<file path="src/sv/mfri_pkg.sv">
// Money flow ratio index: shared widths, constants and control structs.
// No dependencies; used by every module of the block.
`default_nettype none
package mfri_pkg;

  localparam int WINDOW  = 14;
  localparam int PRICE_W = 24;
  localparam int VOL_W   = 32;
  localparam int PSUM_W  = PRICE_W + 2;
  localparam int FLOW_W  = PSUM_W + VOL_W;
  localparam int IDX_W   = $clog2(WINDOW);
  localparam int CNT_W   = $clog2(WINDOW + 1);
  localparam int SUM_W   = FLOW_W + $clog2(WINDOW);
  localparam int ADDR_W  = IDX_W + 1;

  localparam int INDEX_W   = 15;
  localparam int PCT_SCALE = 25600;
  // 25600 = 2^14 + 2^13 + 2^10
  localparam int PCT_SH0   = 14;
  localparam int PCT_SH1   = 13;
  localparam int PCT_SH2   = 10;
  localparam int NUM_W     = SUM_W + INDEX_W;
  localparam int STEP_W    = $clog2(INDEX_W);

  localparam int IN_W  = 3 * PRICE_W + VOL_W;
  localparam int OUT_W = ((INDEX_W + 7) / 8) * 8;

  typedef struct packed {
    logic valid;
    logic falling;
  } win_req_t;

  typedef struct packed {
    logic done;
    logic both_full;
  } win_status_t;

endpackage
`default_nettype wire

</file>
<file path="src/sv/mfri_window.sv">
// Rising and falling flow windows: one shared flow memory, counts, oldest slots, sums.
// Depends on mfri_pkg.
`default_nettype none
module mfri_window (
  input  logic                       clk,
  input  logic                       rst,
  input  mfri_pkg::win_req_t         req,
  input  logic [mfri_pkg::FLOW_W-1:0] flow,
  output mfri_pkg::win_status_t      status,
  output logic [mfri_pkg::SUM_W-1:0] rising_sum,
  output logic [mfri_pkg::SUM_W-1:0] falling_sum
);

  logic [mfri_pkg::FLOW_W-1:0] mem [0:(2**mfri_pkg::ADDR_W)-1];
  logic [mfri_pkg::FLOW_W-1:0] rd_data;
  logic [mfri_pkg::ADDR_W-1:0] rd_addr;

  logic                        upd_valid;
  logic                        upd_falling;
  logic [mfri_pkg::FLOW_W-1:0] upd_flow;
  logic                        done;

  logic [mfri_pkg::CNT_W-1:0] rising_count, falling_count;
  logic [mfri_pkg::IDX_W-1:0] rising_oldest, falling_oldest;

  logic [mfri_pkg::CNT_W-1:0] cur_count, count_next;
  logic [mfri_pkg::IDX_W-1:0] cur_oldest, oldest_next, wr_slot, fill_slot;
  logic [mfri_pkg::IDX_W:0]   fill_pos;
  logic [mfri_pkg::SUM_W-1:0] cur_sum, sum_next;
  logic                       is_full;

  assign rd_addr = {req.falling, req.falling ? falling_oldest : rising_oldest};

  always_comb begin
    cur_count  = upd_falling ? falling_count : rising_count;
    cur_oldest = upd_falling ? falling_oldest : rising_oldest;
    cur_sum    = upd_falling ? falling_sum : rising_sum;
    is_full    = (cur_count == mfri_pkg::CNT_W'(mfri_pkg::WINDOW));
    fill_pos   = (mfri_pkg::IDX_W + 1)'(cur_oldest) + (mfri_pkg::IDX_W + 1)'(cur_count);
    if (fill_pos >= (mfri_pkg::IDX_W + 1)'(mfri_pkg::WINDOW)) begin
      fill_slot = mfri_pkg::IDX_W'(fill_pos - (mfri_pkg::IDX_W + 1)'(mfri_pkg::WINDOW));
    end else begin
      fill_slot = fill_pos[mfri_pkg::IDX_W-1:0];
    end
    if (is_full) begin
      wr_slot    = cur_oldest;
      count_next = cur_count;
      sum_next   = cur_sum - mfri_pkg::SUM_W'(rd_data) + mfri_pkg::SUM_W'(upd_flow);
      if (cur_oldest == mfri_pkg::IDX_W'(mfri_pkg::WINDOW - 1)) begin
        oldest_next = '0;
      end else begin
        oldest_next = cur_oldest + 1'b1;
      end
    end else begin
      wr_slot     = fill_slot;
      count_next  = cur_count + 1'b1;
      sum_next    = cur_sum + mfri_pkg::SUM_W'(upd_flow);
      oldest_next = cur_oldest;
    end
  end

  // oldest entry is read while the update is staged, written back next cycle
  always_ff @(posedge clk) begin
    rd_data <= mem[rd_addr];
    if (upd_valid) begin
      mem[{upd_falling, wr_slot}] <= upd_flow;
    end
  end

  always_ff @(posedge clk) begin
    if (rst) begin
      upd_valid      <= 1'b0;
      done           <= 1'b0;
      rising_count   <= '0;
      falling_count  <= '0;
      rising_oldest  <= '0;
      falling_oldest <= '0;
      rising_sum     <= '0;
      falling_sum    <= '0;
    end else begin
      upd_valid <= req.valid;
      done      <= upd_valid;
      if (upd_valid) begin
        if (upd_falling) begin
          falling_count  <= count_next;
          falling_oldest <= oldest_next;
          falling_sum    <= sum_next;
        end else begin
          rising_count  <= count_next;
          rising_oldest <= oldest_next;
          rising_sum    <= sum_next;
        end
      end
    end
  end

  always_ff @(posedge clk) begin
    if (req.valid) begin
      upd_falling <= req.falling;
      upd_flow    <= flow;
    end
  end

  always_comb begin
    status.done      = done;
    status.both_full = (rising_count == mfri_pkg::CNT_W'(mfri_pkg::WINDOW)) &&
                       (falling_count == mfri_pkg::CNT_W'(mfri_pkg::WINDOW));
  end

endmodule
`default_nettype wire

</file>
<file path="config.mk">
export PLATFORM = sky130hd
export DESIGN_NAME = mfri_window
export DESIGN_NICKNAME = d
export VERILOG_FILES = /design/src/sv/mfri_pkg.sv /design/src/sv/mfri_window.sv
export SDC_FILE = /design/constraint.sdc
export NUM_CORES = 2
export LEC_CHECK = 0
export BUFFER_PORTS_ARGS = -buffer_cell sky130_fd_sc_hd__buf_2
export CAP_MARGIN = 30
export CORE_MARGIN = 5
export CORE_UTILIZATION = 47
export DETAILED_ROUTE_END_ITERATION = 12
export PLACE_DENSITY_LB_ADDON = 0.12
export SYNTH_ARGS = -nofsm -noshare
export SYNTH_HDL_FRONTEND = slang
export SYNTH_SLANG_ARGS = --single-unit
</file>
<file path="constraint.sdc">
create_clock -name clk -period 11.3 [get_ports clk]
set_input_delay 1.695 -clock clk [delete_from_list [all_inputs] [get_ports clk]]
set_output_delay 1.695 -clock clk [all_outputs]
set_load 0.01 [all_outputs]
</file>
==> results.cfg <==
[timing]
clock_skew_ns = 0.0489
tns_ns = 0
slew_headroom = 0.331
fin_crit_sh = 0.588
rsz0062_at_grt = no
setup_slack_ns = 4.65
hold_viol = 0
final_max_slew_viol_count = 0
finalSetupViolCount = 0
max_freq_ghz = 0.150
tightest_slew_ns = 1.00
min_period_ns = 6.65

[routing]
drt_iter0_drc = 5153
postRouteAntennaNets = 0
drc = 0
totalWireLength_um = 269000
vias = 51900
drt-pass1-iter-count = 5
wl_per_cell_um = 31.1
vias_per_cell = 6.00

[critical_path]
worstRegToRegCells = 15
r2r_end = mem[12][24]$_DFFE_PP_
critPathCaptureType = register
worstPathArrival_ns = 7.11
critPathLaunchType = register
required_ns = 11.76
critical_path_class = reg2reg
r2r-start = upd_falling$_DFFE_PP_
r2r_slack_ns = 4.65
path_max_fanout = 31

[finish]
final_cells = 8639
layout-drive-gt1-share = 0.197
final_core_util = 0.534
syn_to_final_growth_pct = 13.1
nFillCells = 15400
multiInputGateArea_um2 = 26300
seq_area_um2 = 61500
layout.nets = 6190

[synth]
async_reset_ff_frac = 0
mappedNetlistNets = 5931
syn_inst = 5680
synthFlopType = edfxtp_1
ys_ff_latch = 2115
syn_area_um2 = 89600
syn_avg_cell_area_um2 = 15.8
yosysSeqAreaShare = 0.686
ys_types = 77
ys_warn_count = 0
synth_edf_count = 1915

[cts]
cts_sinks = 2115
cts_tree = done
post_cts_buffers = 0
clkLatencyLatePin_ns = 0.86
cts_resized = 0
ctsHoldBuffers = 0
cts_root_buf = clkbuf_16
cts_max_level = 4
path_clk_slew_ns = 0.07
ctsLongestPathBuffers = 3
numCtsBuffers = 213

[power_and_ir_drop]
ir_drop_mv = 0.200
power_density_nw_per_um2 = 180
p_leak_nw = 36.3
total_power_mw = 18.3

[placement]
routabilityCongestion = 0.938
dpl_worst_slack_ns = 4.68
dp.cells = 8234
port_buffers = 187
hpwl_um = 170000

[floorplanning]
core_area_um2 = 190000
die_w_um = 447
die_h_um = 447
dieArea_um2 = 200000
row_count = 160
floorplan.io_pins = 188
initial_core_util = 0.472

[global_route]
grtUsageTotal = 0.269
antenna_found_initial = 9
grt_max_degree = 124
grt_pass1_wl_um = 382000
grt_pass1_vias = 52000
gr-total-overflow = 0

[worst_hold_path]
hp-class = reg2reg
whs_path_depth = 2
min-delay-start = falling_sum[2]$_SDFFE_PP0P_
holdPathEnd = falling_sum[2]$_SDFFE_PP0P_

[run]
drv_cap = 0

[run_status]
status = finished clean
through the flow:
step / area [um2] / hold slack (ns)
3_3_place_gp: 94100 / 0.472
2_1_floorplan: 89600 / 0.446
5_1_grt: 101000 / 0.505
3_5_place_dp: 94300 / 0.479
4_1_cts: 101000 / 0.488
6_report: 101000 / 0.485
layout make-up:
class	instances	share of cell area
antenna	1	0.0000247
clock inverter	110	0.0110
clock buffer	293	0.0585
sequential	2115	0.607
multi-input combinational	2996	0.259
timing repair buffer	346	0.0237
tap	2511	0.0310
inverter	267	0.00989
critical path: stages, from the launching register on:
cell and delay (ns):
edfxtp_1 0.62, buf_4 0.65, mux2i_1 0.33, inv_1 0.11, ha_1 0.23, fa_1 0.46
xor2_1 0.29, ha_1 0.24, a31oi_1 0.06, o21ai_0 0.34, xor2_1 0.15, a21oi_1 0.24
nand3_1 0.66, nor2_4 0.84, buf_4 0.44, buf_4 0.49
layer usage:
layer / vias up / global-route usage / wire length [um] / share of wire
li1: 22400 / - / - / -
met1: 27100 / 0.356 / 107000 / 0.40
met2: 1945 / 0.447 / 132000 / 0.49
met3: 446 / 0.0377 / 16400 / 0.061
met4: 2 / 0.122 / 14400 / 0.053
met5: - / 0 / 13 / 0.000048
cell families (layout without fill, tap and decap cells):
logic type               Yosys count  after routing  synth area share
flip-flops                      2115           2115             0.686
AND/OR/NAND/NOR                 1443           1443            0.0693
AO/OA/AOI/OAI                    699            699            0.0508
buffers and inverters            569           1016            0.0247
multiplexers                     562            562             0.128
adder cells (fa/ha/maj)          189            189            0.0314
XOR/XNOR                         103            103            0.0101
other                              0              1                 0
worst max path at each step:
stage                                      from                     to  slack, ns  cells past startpoint
after floorplan           upd_falling$_DFFE_PP_   mem[20][0]$_DFFE_PP_       4.99                     13
after global placement    upd_falling$_DFFE_PP_  mem[24][52]$_DFFE_PP_       4.64                     14
after detailed placement  upd_falling$_DFFE_PP_  mem[27][23]$_DFFE_PP_       4.68                     14
after CTS                 upd_falling$_DFFE_PP_  mem[13][24]$_DFFE_PP_       4.65                     14
after global routing      upd_falling$_DFFE_PP_  mem[13][24]$_DFFE_PP_       4.34                     14
final                     upd_falling$_DFFE_PP_  mem[12][24]$_DFFE_PP_       4.65                     15
synthesized netlist by cell type, types with 55 or more instances:
library cell,count,share of area
nand3_1,340,0.019
edfxtp_1,1915,0.64
mux2i_1,88,0.0098
nor2_1,273,0.011
a211oi_1,114,0.0095
o21ai_0,149,0.0083
inv_1,267,0.011
clkbuf_1,209,0.0088
xnor2_1,61,0.0060
buf_2,55,0.0031
a21o_1,82,0.0069
dfxtp_1,200,0.045
nand2_1,681,0.029
mux4_2,464,0.12
a21oi_1,179,0.010
fa_1,60,0.013
ha_1,129,0.018
where the power goes:
| group | switching (mW) | total [mW] | internal [mW] |
|---|---|---|---|
| Sequential | 0.113 | 8.83 | 8.71 |
| Combinational | 1.59 | 2.35 | 0.755 |
| Clock | 3.01 | 7.08 | 4.07 |
cell usage in the layout, fill, tap and decap left out, drive strengths merged, types with 14 or more instances in the layout:
| cell type | instances |
|---|---|
| a211oi | 118 |
| buf | 346 |
| nor2 | 273 |
| ha | 129 |
| xor2 | 42 |
| clkinv | 77 |
| a311oi | 14 |
| fa | 60 |
| nand3 | 340 |
| a21oi | 184 |
| mux4 | 464 |
| nor3 | 34 |
| bufinv | 17 |
| o21ai | 166 |
| nand2 | 681 |
| o21bai | 20 |
| a21o | 82 |
| o21a | 17 |
| mux2i | 88 |
| o211ai | 16 |
| inv | 274 |
| xnor2 | 61 |
| nand4 | 34 |
| a31oi | 22 |
| and2 | 14 |
| dfxtp | 200 |
| clkbuf | 293 |
| edfxtp | 1915 |
registers in the layout, summed over array words and instances, names as in the netlist:
signal / cells
rising_oldest: 4
rd_data: 58
falling_count: 4
rising_count: 4
rising_sum: 62
falling_sum: 62
upd_flow: 58
done: 1
upd_valid: 1
upd_falling: 1
mem: 1856
falling_oldest: 4
(Power assumes the default switching activity.)
