**config.mk**
```make
export PLATFORM = sky130hd
export DESIGN_NAME = mfri_divider
export DESIGN_NICKNAME = d
export VERILOG_FILES = /design/src/sv/mfri_pkg.sv /design/src/sv/mfri_divider.sv
export SDC_FILE = /design/constraint.sdc
export NUM_CORES = 1
export LEC_CHECK = 0
export ABC_AREA = 0
export BUFFER_PORTS_ARGS = -buffer_cell sky130_fd_sc_hd__buf_4
export CAP_MARGIN = 25
export CORE_ASPECT_RATIO = 2
export CORE_MARGIN = 1.5
export CORE_UTILIZATION = 50
export DETAILED_ROUTE_END_ITERATION = 6
export GPL_ROUTABILITY_DRIVEN = 0
export PLACE_DENSITY = 0.66
export SLEW_MARGIN = 20
export SYNTH_ARGS = -nofsm -noshare
export SYNTH_HDL_FRONTEND = slang
export SYNTH_SLANG_ARGS = --single-unit
```
**constraint.sdc**
```tcl
create_clock -name clk -period 6.1 [get_ports clk]
set_input_delay 0.915 -clock clk [delete_from_list [all_inputs] [get_ports clk]]
set_output_delay 0.915 -clock clk [all_outputs]
set_load 0.01 [all_outputs]
```
**src/sv/mfri_pkg.sv**
```systemverilog
// Money flow ratio index: shared widths, constants and control structs.
// No dependencies; used by every module of the block.
`default_nettype none
package mfri_pkg;

  localparam int WINDOW  = 14;
  localparam int PRICE_W = 24;
  localparam int VOL_W   = 32;
  localparam int PSUM_W  = PRICE_W + 2;
  localparam int FLOW_W  = PSUM_W + VOL_W;
  localparam int IDX_W   = $clog2(WINDOW);
  localparam int CNT_W   = $clog2(WINDOW + 1);
  localparam int SUM_W   = FLOW_W + $clog2(WINDOW);
  localparam int ADDR_W  = IDX_W + 1;

  localparam int INDEX_W   = 15;
  localparam int PCT_SCALE = 25600;
  // 25600 = 2^14 + 2^13 + 2^10
  localparam int PCT_SH0   = 14;
  localparam int PCT_SH1   = 13;
  localparam int PCT_SH2   = 10;
  localparam int NUM_W     = SUM_W + INDEX_W;
  localparam int STEP_W    = $clog2(INDEX_W);

  localparam int IN_W  = 3 * PRICE_W + VOL_W;
  localparam int OUT_W = ((INDEX_W + 7) / 8) * 8;

  typedef struct packed {
    logic valid;
    logic falling;
  } win_req_t;

  typedef struct packed {
    logic done;
    logic both_full;
  } win_status_t;

endpackage
`default_nettype wire

```
**src/sv/mfri_divider.sv**
```systemverilog
// Restoring divider, one quotient bit a cycle: floor(PCT_SCALE * p / (p + n)), 0 if p + n is 0.
// Depends on mfri_pkg.
`default_nettype none
module mfri_divider (
  input  logic                         clk,
  input  logic                         rst,
  input  logic                         start,
  input  logic [mfri_pkg::SUM_W-1:0]   p,
  input  logic [mfri_pkg::SUM_W-1:0]   n,
  output logic                         done,
  output logic [mfri_pkg::INDEX_W-1:0] quotient
);

  logic                          busy;
  logic [mfri_pkg::STEP_W-1:0]   step;
  logic [mfri_pkg::SUM_W:0]      den;
  logic [mfri_pkg::SUM_W:0]      rem;
  logic [mfri_pkg::INDEX_W-1:0]  num_lo;
  logic [mfri_pkg::INDEX_W-1:0]  q;
  logic                          den_zero;

  logic [mfri_pkg::NUM_W-1:0]    num;
  logic [mfri_pkg::SUM_W:0]      den_in;
  logic [mfri_pkg::SUM_W+1:0]    trial;
  logic                          take;

  always_comb begin
    num = (mfri_pkg::NUM_W'(p) << mfri_pkg::PCT_SH0) +
          (mfri_pkg::NUM_W'(p) << mfri_pkg::PCT_SH1) +
          (mfri_pkg::NUM_W'(p) << mfri_pkg::PCT_SH2);
    den_in = (mfri_pkg::SUM_W + 1)'(p) + (mfri_pkg::SUM_W + 1)'(n);
    trial  = {rem, num_lo[mfri_pkg::INDEX_W-1]};
    take   = (trial >= (mfri_pkg::SUM_W + 2)'(den));
  end

  always_ff @(posedge clk) begin
    if (rst) begin
      busy <= 1'b0;
      done <= 1'b0;
      step <= '0;
    end else begin
      done <= 1'b0;
      if (start) begin
        busy <= 1'b1;
        step <= mfri_pkg::STEP_W'(mfri_pkg::INDEX_W - 1);
      end else if (busy) begin
        step <= step - 1'b1;
        if (step == '0) begin
          busy <= 1'b0;
          done <= 1'b1;
        end
      end
    end
  end

  // quotient is below 2^INDEX_W, so the upper numerator bits start below den
  always_ff @(posedge clk) begin
    if (start) begin
      den      <= den_in;
      den_zero <= (den_in == '0);
      rem      <= (mfri_pkg::SUM_W + 1)'(num[mfri_pkg::NUM_W-1:mfri_pkg::INDEX_W]);
      num_lo   <= num[mfri_pkg::INDEX_W-1:0];
      q        <= '0;
    end else if (busy) begin
      rem    <= take ? (mfri_pkg::SUM_W + 1)'(trial - (mfri_pkg::SUM_W + 2)'(den))
                     : (mfri_pkg::SUM_W + 1)'(trial);
      num_lo <= {num_lo[mfri_pkg::INDEX_W-2:0], 1'b0};
      q      <= {q[mfri_pkg::INDEX_W-2:0], take};
    end
  end

  assign quotient = den_zero ? '0 : q;

endmodule
`default_nettype wire

```
==> results of run 1 <==
-- critical path, cell delays in order --
cell and delay [ps]:
sky130_fd_sc_hd__buf_4 140, sky130_fd_sc_hd__ha_1 250, sky130_fd_sc_hd__fa_1 460, sky130_fd_sc_hd__a21oi_1 330
sky130_fd_sc_hd__nor3_2 150, sky130_fd_sc_hd__o21ai_0 250, sky130_fd_sc_hd__a211oi_1 120, sky130_fd_sc_hd__or4b_1 550
sky130_fd_sc_hd__a2111o_1 300, sky130_fd_sc_hd__or4b_1 520, sky130_fd_sc_hd__nor4_1 580, sky130_fd_sc_hd__nand4b_1 180
sky130_fd_sc_hd__or4_1 570, sky130_fd_sc_hd__nor4_2 230
-- flip-flops by register name, summed over array words and instances (netlist names) --
register  flops
busy          1
q            15
den_zero      1
rem          63
step          4
done          1
den          63
num_lo        5
-- final cells by class --
| class | count | share of cell area |
|---|---|---|
| clock inverters | 12 | 0.00590 |
| repair buffers | 150 | 0.0527 |
| clock buffers | 18 | 0.0200 |
| multi-input cells | 1989 | 0.664 |
| inverters | 127 | 0.0223 |
| well taps | 520 | 0.0304 |
| flip-flops and latches | 153 | 0.204 |
-- metal layers --
layer / global-route usage / vias to the layer above / share of wire
li1: - / 8921 / -
met2: 0.635 / 750 / 0.53
met1: 0.282 / 8916 / 0.30
met5: 0 / - / 0
met4: 0.382 / 0 / 0.13
met3: 0.0538 / 375 / 0.043
-- cells by family (layout without fill, tap and decap cells) --
kind of cell | Yosys count | after routing | share of synthesized area
simple gates | 695 | 695 | 0.176
fa+ha+maj | 254 | 254 | 0.187
compound gates | 834 | 834 | 0.271
buf+inv | 237 | 307 | 0.0460
xor+xnor | 159 | 159 | 0.0715
mux | 47 | 47 | 0.0251
flops | 153 | 153 | 0.224
-- path summary, 6_finish.rpt --
path | endpoint | slack [ps] | from | cells past startpoint
worst min-delay path | q[0]$_SDFFE_PP0P_ | 510 | q[0]$_SDFFE_PP0P_ | 2
worst max-delay path | den_zero$_DFFE_PP_ | 830 | p[0] | 14
worst min register to register | q[0]$_SDFFE_PP0P_ | 510 | q[0]$_SDFFE_PP0P_ | 2
worst max register to register | rem[53]$_DFFE_PP_ | 1590 | den[30]$_DFFE_PP_ | 13
-- cells in the mapped netlist, drive strengths merged, types with 13 or more instances --
| library cell | instances | area (sq um) |
|---|---|---|
| a31oi | 30 | 188 |
| nand4 | 54 | 338 |
| ha | 193 | 2410 |
| nor4 | 13 | 93.8 |
| a21oi | 274 | 1370 |
| dfxtp | 22 | 440 |
| nand2 | 201 | 754 |
| nor2b | 37 | 231 |
| edfxtp | 131 | 3930 |
| inv | 127 | 477 |
| a21o | 89 | 668 |
| mux2 | 15 | 169 |
| and2 | 21 | 135 |
| o21a | 26 | 195 |
| or3 | 14 | 87.6 |
| o21ai | 174 | 871 |
| nand3 | 42 | 210 |
| or2 | 16 | 103 |
| nor3 | 26 | 140 |
| clkbuf | 106 | 398 |
| nor2 | 180 | 676 |
| o21bai | 36 | 270 |
| xnor2 | 95 | 832 |
| fa | 61 | 1220 |
| and3 | 28 | 176 |
| a211oi | 54 | 415 |
| mux2i | 32 | 320 |
| o31ai | 19 | 143 |
| nand2b | 22 | 138 |
| xor2 | 64 | 561 |
| o211ai | 18 | 135 |
-- power by group through the flow --
stage	Combinational [mW]	Sequential (mW)	Clock [mW]
after floorplan	3.84	1.65	0
after global placement	5.28	1.73	0
after detailed placement	5.34	1.74	0
after CTS	5.37	1.72	1.06
after global routing	5.93	1.75	1.10
final	5.49	1.73	1.06
==> results.sh, run 1 <==
export IMPL_outcome="finished, final reports clean"
export IMPL_synth_yosys_seq_area_share=0.224
export IMPL_powerDensity_nw_per_um2=386
export IMPL_power_net_switching_mw=4.09
export IMPL_worst_path_max_fanout=5
export IMPL_synthesis_area_per_instance_sq_um=8.19
export IMPL_die_x_um=143
export IMPL_place_detailed_instances=2939
export IMPL_cellLeakagePower_nw=8.99
export IMPL_yosys_warnings=0
export IMPL_rsz_0062_raised_after_global_routing="false"
export IMPL_coreArea_sq_um=38500
export IMPL_vias=19000
export IMPL_grt_overflow_total=0
export IMPL_clock_sink_count=153
export IMPL_post_dp_hpwl_um=57200
export IMPL_period_needed_ps=5270
export IMPL_clkPwrFrac=0.128
export IMPL_min_period_over_period=0.864
export IMPL_clk_transition_reported_paths_ps=70
export IMPL_detailed_place_area_sq_um=20900
export IMPL_multi_input_comb_area_sq_um=14200
export IMPL_ys_flop_type="sky130_fd_sc_hd__edfxtp_1"
export IMPL_reg_power_frac=0.209
export IMPL_track_usage=0.341
export IMPL_maxCapViolations=0
export IMPL_hold_ws_ps=510
export IMPL_initial_utilization=0.506
export IMPL_antenna_cells=0
export IMPL_cts_buffers_inserted=17
export IMPL_fin_setup_tns_ps=0
export IMPL_pwr_share_comb=0.663
export IMPL_achievable_frequency_mhz=190
export IMPL_maximum_number_of_pins_on_one_net_before_global_route_repair=91
export IMPL_resized_gates_after_cts=0
export IMPL_design_power_total_mw=8.28
export IMPL_cts_hold_repair_buffers=0
export IMPL_row_count=102
export IMPL_synth_edff_count=131
export IMPL_filler_cell_count=3770
export IMPL_timing_final_setup_violations=0
export IMPL_post_synthesis_instance_area_sq_um=19500
export IMPL_port_buffers=142
export IMPL_synth_ff_latch_count=153
export IMPL_grt_first_pass_wirelength_um=103000
export IMPL_timing_max_transition_violations_final=0
export IMPL_clk_latency_ps=460
export IMPL_clock_skew_ps=14.0
export IMPL_finish_cell_count_without_fillers=2969
export IMPL_first_pass_iters=6
export IMPL_drive_gt1_frac=0.0943
export IMPL_synthToLayoutAreaGrowth_pct=9.91
export IMPL_timing_final_hold_violations=0
export IMPL_cts_root_buf="sky130_fd_sc_hd__clkbuf_16"
export IMPL_cp_required_ps=6370
export IMPL_routed_wire_length_per_instance_um=23.3
export IMPL_holdCritPathClass="register to register"
export IMPL_p_sw_frac=0.494
export IMPL_drt_total_wl_um=69200
export IMPL_setup_worst_path_start_class="input port"
export IMPL_drt_vias_per_instance=6.39
export IMPL_ant_nets=0
export IMPL_setup_ws_ps=830
export IMPL_layout_cells_most_common="sky130_fd_sc_hd__a21oi_1"
export IMPL_final_util=0.556
export IMPL_clk_path_buf_depth=2
export IMPL_worst_slew_pin_slew_ps=935
export IMPL_final_seq_area_sq_um=4370
export IMPL_synth_nets=2760
export IMPL_synth_async_reset_ratio=0
export IMPL_synth_cell_type_count=80
export IMPL_first_global_vias=19200
export IMPL_first_iter_violations=1160
export IMPL_final_area_sq_um=21400
export IMPL_timing_critical_path_to_type="register"
export IMPL_die_h_um=282
export IMPL_cts_tree="done"
export IMPL_internal_portion_of_total_power_mw=4.19
export IMPL_fp_dieArea_sq_um=40200
export IMPL_ctsHtreeMaxLevel=4
export IMPL_finalNetCount=2819
export IMPL_critical_path_class="input port to register"
export IMPL_layout_common_cells="sky130_fd_sc_hd__a21oi_1, sky130_fd_sc_hd__nand2_1, sky130_fd_sc_hd__ha_1, sky130_fd_sc_hd__nor2_1, sky130_fd_sc_hd__o21ai_0"
export IMPL_setup_slack_at_placement_ps=540
export IMPL_drc=0
export IMPL_io_pins=143
export IMPL_timing_slew_headroom=0.361
export IMPL_worst_ir_drop_vdd_uv=283
export IMPL_crit_arrival_ps=5540
export IMPL_postSynthCellCount=2379
export IMPL_number_of_antenna_violations_at_the_first_check_in_global_routing=0
export IMPL_post_cts_setup_buffer_count=0
Power figures use the tool's default switching activity.
==> inputs of run 2 (changes only) <==
- clock period: 6.1 -> 6.3 ns (I/O delays scaled with it)
==> results.sh, run 2 (synthesis results as in run 1) <==
export IMPL_cts_root_buf="sky130_fd_sc_hd__clkbuf_16"
export IMPL_initial_utilization=0.506
export IMPL_worst_path_max_fanout=5
export IMPL_p_sw_frac=0.495
export IMPL_min_period_over_period=0.831
export IMPL_timing_max_transition_violations_final=0
export IMPL_final_area_sq_um=21500
export IMPL_first_global_vias=19100
export IMPL_holdPathEnd="q[14]$_SDFFE_PP0P_"
export IMPL_fin_setup_tns_ps=0
export IMPL_setup_slack_at_placement_ps=706
export IMPL_io_pins=143
export IMPL_clock_skew_ps=11.8
export IMPL_rsz_0062_raised_after_global_routing="false"
export IMPL_timing_final_setup_violations=0
export IMPL_fp_dieArea_sq_um=40200
export IMPL_port_buffers=142
export IMPL_timing_critical_path_to_type="register"
export IMPL_first_iter_violations=1260
export IMPL_worst_ir_drop_vdd_uv=216
export IMPL_reg2reg_from="den[4]$_DFFE_PP_"
export IMPL_cts_buffers_inserted=17
export IMPL_hold_ws_ps=490
export IMPL_clk_latency_ps=450
export IMPL_worst_slew_pin_slew_ps=819
export IMPL_pwr_share_comb=0.659
export IMPL_crit_arrival_ps=5520
export IMPL_timing_final_hold_violations=0
export IMPL_cp_required_ps=6580
export IMPL_outcome="finished, final reports clean"
export IMPL_drc=0
export IMPL_clkPwrFrac=0.132
export IMPL_achievable_frequency_mhz=191
export IMPL_post_dp_hpwl_um=57100
export IMPL_layout_cells_most_common="sky130_fd_sc_hd__a21oi_1"
export IMPL_first_pass_iters=6
export IMPL_post_cts_setup_buffer_count=0
export IMPL_drt_total_wl_um=68600
export IMPL_resized_gates_after_cts=0
export IMPL_cellLeakagePower_nw=9.00
export IMPL_clock_sink_count=153
export IMPL_track_usage=0.337
export IMPL_drt_vias_per_instance=6.37
export IMPL_internal_portion_of_total_power_mw=4.05
export IMPL_reg_top3="den: 63 flops, rem: 63 flops, q: 15 flops"
export IMPL_detailed_place_area_sq_um=20900
export IMPL_hold_path_cell_count=2
export IMPL_row_count=102
export IMPL_power_net_switching_mw=3.97
export IMPL_coreArea_sq_um=38500
export IMPL_holdCritPathClass="register to register"
export IMPL_routed_wire_length_per_instance_um=23.1
export IMPL_min_delay_start="q[14]$_SDFFE_PP0P_"
export IMPL_die_x_um=143
export IMPL_clk_path_buf_depth=2
export IMPL_r2r_end="rem[57]$_DFFE_PP_"
export IMPL_period_needed_ps=5240
export IMPL_number_of_antenna_violations_at_the_first_check_in_global_routing=1
export IMPL_grt_overflow_total=0
export IMPL_design_power_total_mw=8.02
export IMPL_grt_first_pass_wirelength_um=102000
export IMPL_maximum_number_of_pins_on_one_net_before_global_route_repair=76
export IMPL_powerDensity_nw_per_um2=374
export IMPL_reg_power_frac=0.210
export IMPL_cts_hold_repair_buffers=0
export IMPL_ctsHtreeMaxLevel=4
export IMPL_finish_cell_count_without_fillers=2971
export IMPL_clk_transition_reported_paths_ps=70
export IMPL_vias=18900
export IMPL_setup_worst_path_start_class="input port"
export IMPL_timing_slew_headroom=0.440
export IMPL_worstRegToRegCells=14
export IMPL_place_detailed_instances=2938
export IMPL_die_h_um=282
export IMPL_drive_gt1_frac=0.0947
export IMPL_cts_tree="done"
export IMPL_synthToLayoutAreaGrowth_pct=10.1
export IMPL_filler_cell_count=3761
export IMPL_finalNetCount=2818
export IMPL_maxCapViolations=0
export IMPL_final_util=0.557
export IMPL_reg2reg_setup_slack_ps=1730
export IMPL_critical_path_class="input port to register"
export IMPL_layout_common_cells="sky130_fd_sc_hd__a21oi_1, sky130_fd_sc_hd__nand2_1, sky130_fd_sc_hd__ha_1, sky130_fd_sc_hd__nor2_1, sky130_fd_sc_hd__o21ai_0"
export IMPL_ant_nets=0
export IMPL_setup_ws_ps=1060
run 2: layout make-up:
class | count | area [sq um] | area share
timing repair buffer | 149 | 1130 | 0.0529
tap | 520 | 651 | 0.0303
inverter | 127 | 477 | 0.0222
clock inverter | 14 | 153 | 0.00712
antenna | 1 | 2.50 | 0.000117
multi-input combinational | 1989 | 14200 | 0.663
sequential | 153 | 4370 | 0.204
clock buffer | 18 | 429 | 0.0200
run 2: power by group through the flow:
stage                     Sequential, mW  Combinational, mW  Clock, mW
after CTS                           1.68               5.19       1.07
after global routing                1.70               5.71       1.11
after floorplan                     1.60               3.72          0
after global placement              1.68               5.11          0
after detailed placement            1.69               5.15          0
final                               1.68               5.29       1.06
run 2: critical path, stage by stage:
cell                       delay (ps)
sky130_fd_sc_hd__buf_4            140
sky130_fd_sc_hd__ha_1             250
sky130_fd_sc_hd__fa_1             460
sky130_fd_sc_hd__a21oi_1          350
sky130_fd_sc_hd__nor3_2           140
sky130_fd_sc_hd__o21ai_0          250
sky130_fd_sc_hd__a211oi_1         130
sky130_fd_sc_hd__or4b_1           540
sky130_fd_sc_hd__a2111o_1         310
sky130_fd_sc_hd__or4b_1           520
sky130_fd_sc_hd__nor4_1           520
sky130_fd_sc_hd__nand4b_1         180
sky130_fd_sc_hd__or4_1            560
sky130_fd_sc_hd__nor4_2           210
run 2: worst max-delay path by stage:
stage / to / start / cells after the start
after floorplan: rem[57]$_DFFE_PP_ / p[0] / 15
after global placement: den_zero$_DFFE_PP_ / p[0] / 14
after detailed placement: rem[57]$_DFFE_PP_ / p[0] / 16
after CTS: rem[57]$_DFFE_PP_ / p[0] / 16
after global routing: rem[59]$_DFFE_PP_ / p[0] / 16
final: den_zero$_DFFE_PP_ / p[0] / 14
run 2: routing by layer:
layer | up-vias | wire, um | GRT usage
met3 | 383 | 2650 | 0.0476
li1 | 8940 | - | -
met2 | 795 | 36100 | 0.630
met4 | 0 | 9280 | 0.389
met1 | 8820 | 20600 | 0.276
met5 | - | 0 | 0
